File: src/design/front_panel_menu_controller_core_defines.svh
// Assertion macros for the front panel menu controller.
// Used by the top level; no other dependencies.
`ifndef FRONT_PANEL_MENU_CONTROLLER_CORE_DEFINES_SVH
`define FRONT_PANEL_MENU_CONTROLLER_CORE_DEFINES_SVH

`ifndef SYNTHESIS

`define FPMC_ASSERT_IMP(label, clk, rst_n, ante, cons) \
    label: assert property (@(posedge clk) disable iff (!rst_n) (ante) |-> (cons)) \
        else $error("fpmc assertion failed");

`define FPMC_ASSERT_NXT(label, clk, rst_n, ante, cons) \
    label: assert property (@(posedge clk) disable iff (!rst_n) (ante) |=> (cons)) \
        else $error("fpmc assertion failed");

`else

`define FPMC_ASSERT_IMP(label, clk, rst_n, ante, cons)

`define FPMC_ASSERT_NXT(label, clk, rst_n, ante, cons)

`endif

`endif

File: src/design/fpmc_pkg.sv
// Types and constants of the front panel menu controller.
// No dependencies; imported by every module of the block.
`default_nettype none

package fpmc_pkg;

    localparam logic [7:0] KEY_MUTE    = 8'h0e;
    localparam logic [7:0] KEY_VOLUP   = 8'h0c;
    localparam logic [7:0] KEY_VOLDOWN = 8'h0d;
    localparam logic [7:0] KEY_OK      = 8'h19;
    localparam logic [7:0] KEY_CHUP    = 8'h0a;
    localparam logic [7:0] KEY_CHDOWN  = 8'h0b;

    localparam logic [15:0] REMOTE_ADDRESS_RESET = 16'hff20;
    localparam logic [15:0] TICK_DIVIDE_RESET    = 16'd500;
    localparam logic [7:0]  RETURN_LIMIT_RESET   = 8'd70;

    localparam logic [7:0] TIMER_MAX = 8'hff;

    localparam logic [1:0] CFG_REMOTE_ADDRESS = 2'd0;
    localparam logic [1:0] CFG_TICK_DIVIDE    = 2'd1;
    localparam logic [1:0] CFG_RETURN_LIMIT   = 2'd2;

    localparam logic [1:0] MODE_VOLUME = 2'd0;

    typedef enum logic [1:0] {
        CMD_NONE = 2'd0,
        CMD_UP   = 2'd1,
        CMD_DEC  = 2'd2,
        CMD_NEXT = 2'd3
    } cmd_t;

    typedef struct packed {
        logic        ir_valid;
        logic [15:0] ir_address;
        logic [7:0]  ir_command;
        logic        ir_repeat;
        logic        enc_a;
        logic        enc_b;
        logic        button_level;
    } in_word_t;

    typedef struct packed {
        cmd_t cmd;
        logic mute_toggle;
        logic force_volume;
    } ir_dec_t;

    typedef struct packed {
        logic wrap;
        logic led;
    } presc_t;

    typedef struct packed {
        logic [1:0] adjust;
        logic [1:0] mode;
        logic       mode_switched;
        logic       muted;
        logic       mute_toggled;
    } result_t;

endpackage

`default_nettype wire

File: src/design/front_panel_menu_controller_core.sv
// An accepted input word passes through the input register, then the result register.
// One word per cycle unless stalled; input reg, single-pass logic, result register.
// in_stall rises only while the input register holds a word and the result is stalled.
// Reset (rst_n low, asynchronous): empty pipeline, configuration at its defaults,
// volume mode, unmuted, prescaler LED bit high, its count and return timer cleared.
`default_nettype none

`include "front_panel_menu_controller_core_defines.svh"

module front_panel_menu_controller_core
    import fpmc_pkg::*;
(
    input  logic        clk,
    input  logic        rst_n,
    input  logic        cfg_write,
    input  logic [1:0]  cfg_index,
    input  logic [15:0] cfg_data,
    input  logic        in_valid,
    output logic        in_stall,
    input  logic        ir_valid,
    input  logic [15:0] ir_address,
    input  logic [7:0]  ir_command,
    input  logic        ir_repeat,
    input  logic        enc_a,
    input  logic        enc_b,
    input  logic        button_level,
    output logic        out_valid,
    input  logic        out_stall,
    output logic [1:0]  adjust,
    output logic [1:0]  mode,
    output logic        mode_switched,
    output logic        muted,
    output logic        mute_toggled,
    output logic        heartbeat
);

    logic [15:0] remote_address_reg;
    logic [15:0] tick_divide_reg;
    logic [7:0]  return_limit_reg;

    logic        stage_valid_reg;
    logic        stage_valid_next;
    in_word_t    stage_word_reg;
    logic        out_valid_reg;
    logic        out_valid_next;
    result_t     result_reg;
    logic        heartbeat_reg;

    logic        out_free;
    logic        advance;
    logic        take;
    ir_dec_t     dec;
    presc_t      presc;
    result_t     result;

    assign out_free = !out_valid_reg || !out_stall;
    assign advance  = stage_valid_reg && out_free;
    assign in_stall = stage_valid_reg && !out_free;
    assign take     = in_valid && !in_stall;

    assign stage_valid_next = take || (stage_valid_reg && !advance);
    assign out_valid_next   = advance || (out_valid_reg && out_stall);

    always_ff @(posedge clk or negedge rst_n)
    begin
        if (!rst_n)
        begin
            remote_address_reg <= REMOTE_ADDRESS_RESET;
            tick_divide_reg    <= TICK_DIVIDE_RESET;
            return_limit_reg   <= RETURN_LIMIT_RESET;
        end
        else if (cfg_write)
        begin
            case (cfg_index)
                CFG_REMOTE_ADDRESS: remote_address_reg <= cfg_data;
                CFG_TICK_DIVIDE:    tick_divide_reg    <= cfg_data;
                CFG_RETURN_LIMIT:   return_limit_reg   <= cfg_data[7:0];
                default:            ;
            endcase
        end
    end

    always_ff @(posedge clk or negedge rst_n)
    begin
        if (!rst_n)
        begin
            stage_valid_reg <= 1'b0;
            out_valid_reg   <= 1'b0;
        end
        else
        begin
            stage_valid_reg <= stage_valid_next;
            out_valid_reg   <= out_valid_next;
        end
    end

    always_ff @(posedge clk)
    begin
        if (take)
        begin
            stage_word_reg <= '{ir_valid: ir_valid, ir_address: ir_address,
                                ir_command: ir_command, ir_repeat: ir_repeat,
                                enc_a: enc_a, enc_b: enc_b,
                                button_level: button_level};
        end
        if (advance)
        begin
            result_reg    <= result;
            heartbeat_reg <= presc.led;
        end
    end

    fpmc_ir_decode u_ir_decode (
        .word           (stage_word_reg),
        .remote_address (remote_address_reg),
        .dec            (dec)
    );

    fpmc_prescaler u_prescaler (
        .clk         (clk),
        .rst_n       (rst_n),
        .fire        (advance),
        .tick_divide (tick_divide_reg),
        .presc       (presc)
    );

    fpmc_menu_state u_menu_state (
        .clk          (clk),
        .rst_n        (rst_n),
        .fire         (advance),
        .word         (stage_word_reg),
        .dec          (dec),
        .wrap         (presc.wrap),
        .return_limit (return_limit_reg),
        .result       (result)
    );

    assign out_valid     = out_valid_reg;
    assign adjust        = result_reg.adjust;
    assign mode          = result_reg.mode;
    assign mode_switched = result_reg.mode_switched;
    assign muted         = result_reg.muted;
    assign mute_toggled  = result_reg.mute_toggled;
    assign heartbeat     = heartbeat_reg;

    `FPMC_ASSERT_IMP(a_stall_needs_word, clk, rst_n, in_stall, stage_valid_reg)
    `FPMC_ASSERT_NXT(a_advance_fills_out, clk, rst_n, advance, out_valid_reg)
    `FPMC_ASSERT_IMP(a_next_has_no_adjust, clk, rst_n, out_valid && mode_switched, adjust == 2'(CMD_NONE))
    `FPMC_ASSERT_IMP(a_mute_forces_volume, clk, rst_n, out_valid && mute_toggled && !mode_switched, mode == MODE_VOLUME)

endmodule

`default_nettype wire

File: src/design/fpmc_ir_decode.sv
// IR frame decoder: address match and key code to command.
// Depends on fpmc_pkg.
`default_nettype none

module fpmc_ir_decode
    import fpmc_pkg::*;
(
    input  in_word_t    word,
    input  logic [15:0] remote_address,
    output ir_dec_t     dec
);

    logic hit;

    assign hit = word.ir_valid && (word.ir_address == remote_address);

    always_comb
    begin
        dec = '{cmd: CMD_NONE, mute_toggle: 1'b0, force_volume: 1'b0};
        if (hit)
        begin
            case (word.ir_command)
                KEY_MUTE:
                begin
                    dec.mute_toggle  = !word.ir_repeat;
                    dec.force_volume = !word.ir_repeat;
                end
                KEY_VOLUP:
                begin
                    dec.force_volume = word.ir_repeat;
                    dec.cmd          = word.ir_repeat ? CMD_UP : CMD_NONE;
                end
                KEY_VOLDOWN:
                begin
                    dec.force_volume = word.ir_repeat;
                    dec.cmd          = word.ir_repeat ? CMD_DEC : CMD_NONE;
                end
                KEY_CHUP:
                    dec.cmd = word.ir_repeat ? CMD_UP : CMD_NONE;
                KEY_CHDOWN:
                    dec.cmd = word.ir_repeat ? CMD_DEC : CMD_NONE;
                KEY_OK:
                    dec.cmd = word.ir_repeat ? CMD_NONE : CMD_NEXT;
                default:
                    dec.cmd = CMD_NONE;
            endcase
        end
    end

endmodule

`default_nettype wire

File: src/design/fpmc_prescaler.sv
// Tick prescaler and heartbeat LED.
// Depends on fpmc_pkg.
`default_nettype none

module fpmc_prescaler
    import fpmc_pkg::*;
(
    input  logic        clk,
    input  logic        rst_n,
    input  logic        fire,
    input  logic [15:0] tick_divide,
    output presc_t      presc
);

    logic [15:0] tick_count_reg;
    logic [15:0] tick_count_next;
    logic [15:0] tick_inc;
    logic        led_reg;

    assign tick_inc        = tick_count_reg + 16'd1;
    assign presc.wrap      = (tick_inc == tick_divide);
    assign presc.led       = led_reg ^ presc.wrap;
    assign tick_count_next = presc.wrap ? 16'd0 : tick_inc;

    always_ff @(posedge clk or negedge rst_n)
    begin
        if (!rst_n)
        begin
            tick_count_reg <= 16'd0;
            led_reg        <= 1'b1;
        end
        else if (fire)
        begin
            tick_count_reg <= tick_count_next;
            led_reg        <= presc.led;
        end
    end

endmodule

`default_nettype wire

File: src/design/fpmc_menu_state.sv
// Encoder and button edges, command merge, menu mode, mute and return timer.
// Depends on fpmc_pkg; takes decoded IR and the prescaler wrap.
`default_nettype none

module fpmc_menu_state
    import fpmc_pkg::*;
(
    input  logic       clk,
    input  logic       rst_n,
    input  logic       fire,
    input  in_word_t   word,
    input  ir_dec_t    dec,
    input  logic       wrap,
    input  logic [7:0] return_limit,
    output result_t    result
);

    logic       a_prev_reg;
    logic       pressed_prev_reg;
    logic       mute_reg;
    logic [1:0] mode_reg;
    logic [1:0] mode_next;
    logic [7:0] timer_reg;
    logic [7:0] timer_next;
    logic       pressed;
    cmd_t       cmd;
    logic [1:0] mode_a;
    logic [1:0] mode_b;
    logic [7:0] timer_a;
    logic [7:0] timer_b;

    assign pressed = ~word.button_level;

    always_comb
    begin
        cmd = dec.cmd;
        if (word.enc_a != a_prev_reg)
        begin
            cmd = (word.enc_a == word.enc_b) ? CMD_UP : CMD_DEC;
        end
        if (pressed && !pressed_prev_reg)
        begin
            cmd = CMD_NEXT;
        end

        mode_a = dec.force_volume ? MODE_VOLUME : mode_reg;
        mode_b = (cmd == CMD_NEXT) ? mode_a + 2'd1 : mode_a;

        timer_a = timer_reg;
        if (wrap && timer_reg != 8'd0 && timer_reg != TIMER_MAX)
        begin
            timer_a = timer_reg + 8'd1;
        end
        timer_b = (cmd != CMD_NONE) ? 8'd1 : timer_a;

        mode_next  = mode_b;
        timer_next = timer_b;
        if (mode_b != MODE_VOLUME && timer_b > return_limit)
        begin
            mode_next  = MODE_VOLUME;
            timer_next = 8'd0;
        end

        result.adjust        = (cmd == CMD_UP || cmd == CMD_DEC) ? cmd : CMD_NONE;
        result.mode          = mode_next;
        result.mode_switched = (cmd == CMD_NEXT);
        result.muted         = mute_reg ^ dec.mute_toggle;
        result.mute_toggled  = dec.mute_toggle;
    end

    always_ff @(posedge clk or negedge rst_n)
    begin
        if (!rst_n)
        begin
            a_prev_reg       <= 1'b1;
            pressed_prev_reg <= 1'b0;
            mute_reg         <= 1'b0;
            mode_reg         <= MODE_VOLUME;
            timer_reg        <= 8'd0;
        end
        else if (fire)
        begin
            a_prev_reg       <= word.enc_a;
            pressed_prev_reg <= pressed;
            mute_reg         <= result.muted;
            mode_reg         <= mode_next;
            timer_reg        <= timer_next;
        end
    end

endmodule

`default_nettype wire
File: config.mk
export PLATFORM = sky130hd
export DESIGN_NAME = front_panel_menu_controller_core
export DESIGN_NICKNAME = d
export VERILOG_FILES = /design/src/design/fpmc_pkg.sv /design/src/design/front_panel_menu_controller_core.sv /design/src/design/fpmc_ir_decode.sv /design/src/design/fpmc_prescaler.sv /design/src/design/fpmc_menu_state.sv
export VERILOG_INCLUDE_DIRS = /design/src /design/src/design
export SDC_FILE = /design/constraint.sdc
export NUM_CORES = 1
export LEC_CHECK = 0
export BUFFER_PORTS_ARGS = -buffer_cell sky130_fd_sc_hd__buf_2
export CAP_MARGIN = 20
export CORE_MARGIN = 3
export CORE_UTILIZATION = 40
export DETAILED_ROUTE_END_ITERATION = 8
export MAX_ROUTING_LAYER = met4
export PLACE_DENSITY = 0.59
export SYNTH_ARGS = -nofsm -noshare
export SYNTH_HDL_FRONTEND = slang
export SYNTH_HIERARCHICAL = 1
export SYNTH_SLANG_ARGS = --single-unit
File: constraint.sdc
create_clock -name clk -period 5.03 [get_ports clk]
set_clock_uncertainty 0.05 [all_clocks]
set_input_delay 0.2515 -clock clk [delete_from_list [all_inputs] [get_ports clk]]
set_output_delay 0.2515 -clock clk [all_outputs]
set_load 0.1 [all_outputs]
==> run_results.csv <==
group,metric,value,unit
floorplan,die_area,16120,um^2
detailed_routing,ant_nets,0,
clock_tree,clock-sinks,109,
logic_synthesis,syn-cell-area,5852,um^2
timing,max_slew_margin,37.09,%
detailed_routing,drtIter0Drc,171,
final_layout,diodes,0,
timing,finalSetupViolCount,0,
final_layout,nets,601,
pwr,pwr-share-clk,29.6,%
clock_tree,cts_tree,"built",
floorplan,initial_core_util,41.51,%
placed_design,place_hpwl,8.422,mm
worst_setup_path,worst-endpoint-arrival,4.92,ns
pwr,internal-power,1.694,mW
timing,max_clock_freq,0.2115,GHz
global_routing,grt_pass1_vias,3646,
pwr,irDropWorstVdd,229.3,uV
logic_synthesis,synth-edff-count,37,
logic_synthesis,synthFlopType,"dfrtp_1",
worst_setup_path,worstSetupPathType,"flip-flop to flip-flop",
placed_design,gp_congestion,0.8593,
clock_tree,cts_buffers,9,
final_layout,final_area,6606,um^2
floorplan,rows,43,
final_layout,largest_reg_flops,29,
final_layout,syn_to_final_growth,12.89,%
detailed_routing,avgRoutedWirePerCell,15.80,um
logic_synthesis,syn_nets,547,
detailed_routing,routed_wl,11.43,mm
worst_setup_path,critPathRequiredTime,5.22,ns
final_layout,most-common-layout-cells,"buf_2, dfrtp_1, mux2_2",
final_layout,final_common_cell,"buf_2",
pwr,p_leak,2.667,nW
logic_synthesis,yosysSeqAreaShare,50.20,%
worst_setup_path,end_kind,"flip-flop",
clock_tree,clk_latency,0.35,ns
pwr,seq_power_share,48.1,%
detailed_routing,dr.pass1.iters,4,
worst_setup_path,crit_fanout,8,
final_layout,final_cells,723,
logic_synthesis,ys_ff_latch,109,
pwr,power_frac_comb,22.3,%
final_layout,drive_gt1_share,33.70,%
clock_tree,clk_pin_slew,0.07,ns
timing,slew_viol_final,0,
pwr,p_sw_share,30.43,%
timing,finalCritPeriodShare,93.99,%
final_layout,final.fill_count,1307,
timing,final_hold_viol_count,0,
placed_design,portBuffers,61,
global_routing,antenna_found_initial,0,
timing,setup-tns-final,0,ns
global_routing,gr-total-overflow,0,
clock_tree,clockRootBuffer,"clkbuf_16",
clock_tree,cts.path.max_buffers,2,
worst_hold_path,hold_class,"input pin to flip-flop",
logic_synthesis,ys_types,75,
logic_synthesis,avgSynthCellArea,12.09,um^2
timing,period_needed,4.727,ns
pwr,power_density,368.6,nW/um^2
timing,hold_slack,0.02052,ns
timing,tightestPinTransition,0.9436,ns
run_status,status,"finished, final reports clean",
placed_design,placed_cells,707,
logic_synthesis,syn_inst,484,
detailed_routing,via_per_inst,5.201,
clock_tree,cts_max_level,3,
detailed_routing,vias,3760,
floorplan,die_h,127.0,um
final_layout,register_area,2938,um^2
clock_tree,postCtsHoldBufs,0,
final_layout,multi_input_area,2708,um^2
floorplan,core-area,14100,um^2
floorplan,top_level_ports,62,
worst_setup_path,startpoint_type,"flip-flop",
detailed_routing,drc,0,
global_routing,grt_max_degree,73,
placed_design,placed_area,6287,um^2
floorplan,dieWidth,127.0,um
global_routing,grt_pass1_wl,18.75,mm
logic_synthesis,yosysWarnings,6,
pwr,p_sw,0.7411,mW
global_routing,track_usage,15.18,%
logic_synthesis,synth-async-reset-ratio,66.06,%
job,maxCapViolCount,0,
cell usage after synthesis (all sizes together), types with 2 or more instances:
cell type | instances | area [um^2]
dfrtp | 52 | 1301
mux2 | 44 | 495.5
edfxtp | 37 | 1111
nor2 | 35 | 141.4
xor2 | 27 | 236.5
xnor2 | 24 | 217.7
inv | 23 | 86.33
nand2 | 23 | 88.84
o21ai | 23 | 118.9
dfstp | 20 | 525.5
nand3 | 20 | 122.6
nor3 | 20 | 206.5
buf | 14 | 118.9
nor4 | 12 | 151.4
and3 | 11 | 75.07
ha | 11 | 137.6
mux2i | 8 | 80.08
nand4 | 8 | 65.06
a21oi | 7 | 38.79
clkbuf | 7 | 30.02
nor2b | 6 | 37.54
nor3b | 6 | 56.31
a211oi | 4 | 35.03
and4 | 4 | 40.04
a21o | 3 | 22.52
nand2b | 3 | 26.27
nand3b | 3 | 26.27
o32ai | 3 | 26.28
a211o | 2 | 17.52
a31oi | 2 | 12.51
and2 | 2 | 12.51
o31ai | 2 | 15.01
o41ai | 2 | 17.52
stage by stage:
stage | power [mW] | util, % | worst slack, ns
final | 2.435 | 46.87 | 0.3025
after global routing | 2.564 | 46.87 | -0.005916
after CTS | 2.462 | 46.74 | 0.2465
after detailed placement | 1.733 | 44.60 | 0.2736
after global placement | 1.710 | 44.41 | 0.4513
after floorplan | 1.599 | - | 0.8513
cell families (layout without fill, tap and decap cells):
| group | count (synthesis) | in the layout | synth area share (%) |
|---|---|---|---|
| xor gates and xnor gates | 51 | 51 | 7.761 |
| muxes | 52 | 52 | 9.835 |
| AOI/OAI and AO/OA | 60 | 60 | 7.184 |
| buffers and inverters | 44 | 103 | 4.019 |
| and+or+nand+nor | 157 | 157 | 18.64 |
| DFF | 109 | 109 | 50.20 |
| adders and majority gates | 11 | 11 | 2.352 |
worst paths after layout:
kind | endpoint | cells past startpoint | slack [ns] | startpoint
max in group asynchronous | remote_address_reg[7]$_DFFE_PN0P_ | 2 | 4.24 | rst_n
setup / recovery | u_menu_state/timer_reg[1]$_DFFE_PN0P_ | 18 | 0.30 | u_prescaler/tick_count_reg[0]$_DFFE_PN0P_
setup reg to reg | u_menu_state/timer_reg[1]$_DFFE_PN0P_ | 18 | 0.30 | u_prescaler/tick_count_reg[0]$_DFFE_PN0P_
hold / removal | stage_word_reg[13]$_DFFE_PP_ | 1 | 0.02 | ir_address[1]
hold reg to reg | u_menu_state/pressed_prev_reg$_DFFE_PN0P_ | 1 | 0.44 | stage_word_reg[0]$_DFFE_PP_
min in group asynchronous | u_menu_state/mute_reg$_DFFE_PN0P_ | 2 | 0.07 | rst_n
layer usage:
metal / GRT usage, % / wire length, um / vias to the layer above
met4: 5.489 / 184 / 0
met5: - / 0 / -
met2: 22.14 / 5131 / 78
met1: 21.45 / 5710 / 1816
li1: - / - / 1855
met3: 2.484 / 400 / 11
cell type report:
type / count / area share (%)
clock buffer: 12 / 3.731
clock inverter: 4 / 0.8333
tap: 180 / 3.409
sequential: 109 / 44.47
timing repair buffer: 64 / 5.265
multi-input combinational: 331 / 40.98
inverter: 23 / 1.307
power groups by stage:
stage	Sequential (mW)	Combinational (mW)	Clock (mW)
after global placement	1.18	0.526	0
after CTS	1.17	0.547	0.743
final	1.17	0.542	0.722
after detailed placement	1.19	0.544	0
after global routing	1.19	0.594	0.780
after floorplan	1.22	0.376	0
what timing repair did:
item,4_1_cts,5_1_grt
buffers inserted,0,0
resized for setup,0,3
setup endpoints to repair,0,8
worst max-delay path, stage by stage (launching register included):
cell      delay (ns)
dfrtp_1         0.50
ha_2            0.31
nand4_1         0.25
nor4_4          0.26
xnor2_1         0.17
o21ai_2         0.08
nor4b_2         0.35
and3_1          0.33
nand3_1         0.23
nor2_1          0.18
xnor2_1         0.19
nor2_1          0.10
ha_1            0.32
and3_1          0.19
a221o_1         0.38
a21oi_2         0.22
nor4_4          0.09
nand2b_4        0.16
o32ai_1         0.26
(Power assumes the default switching activity.)
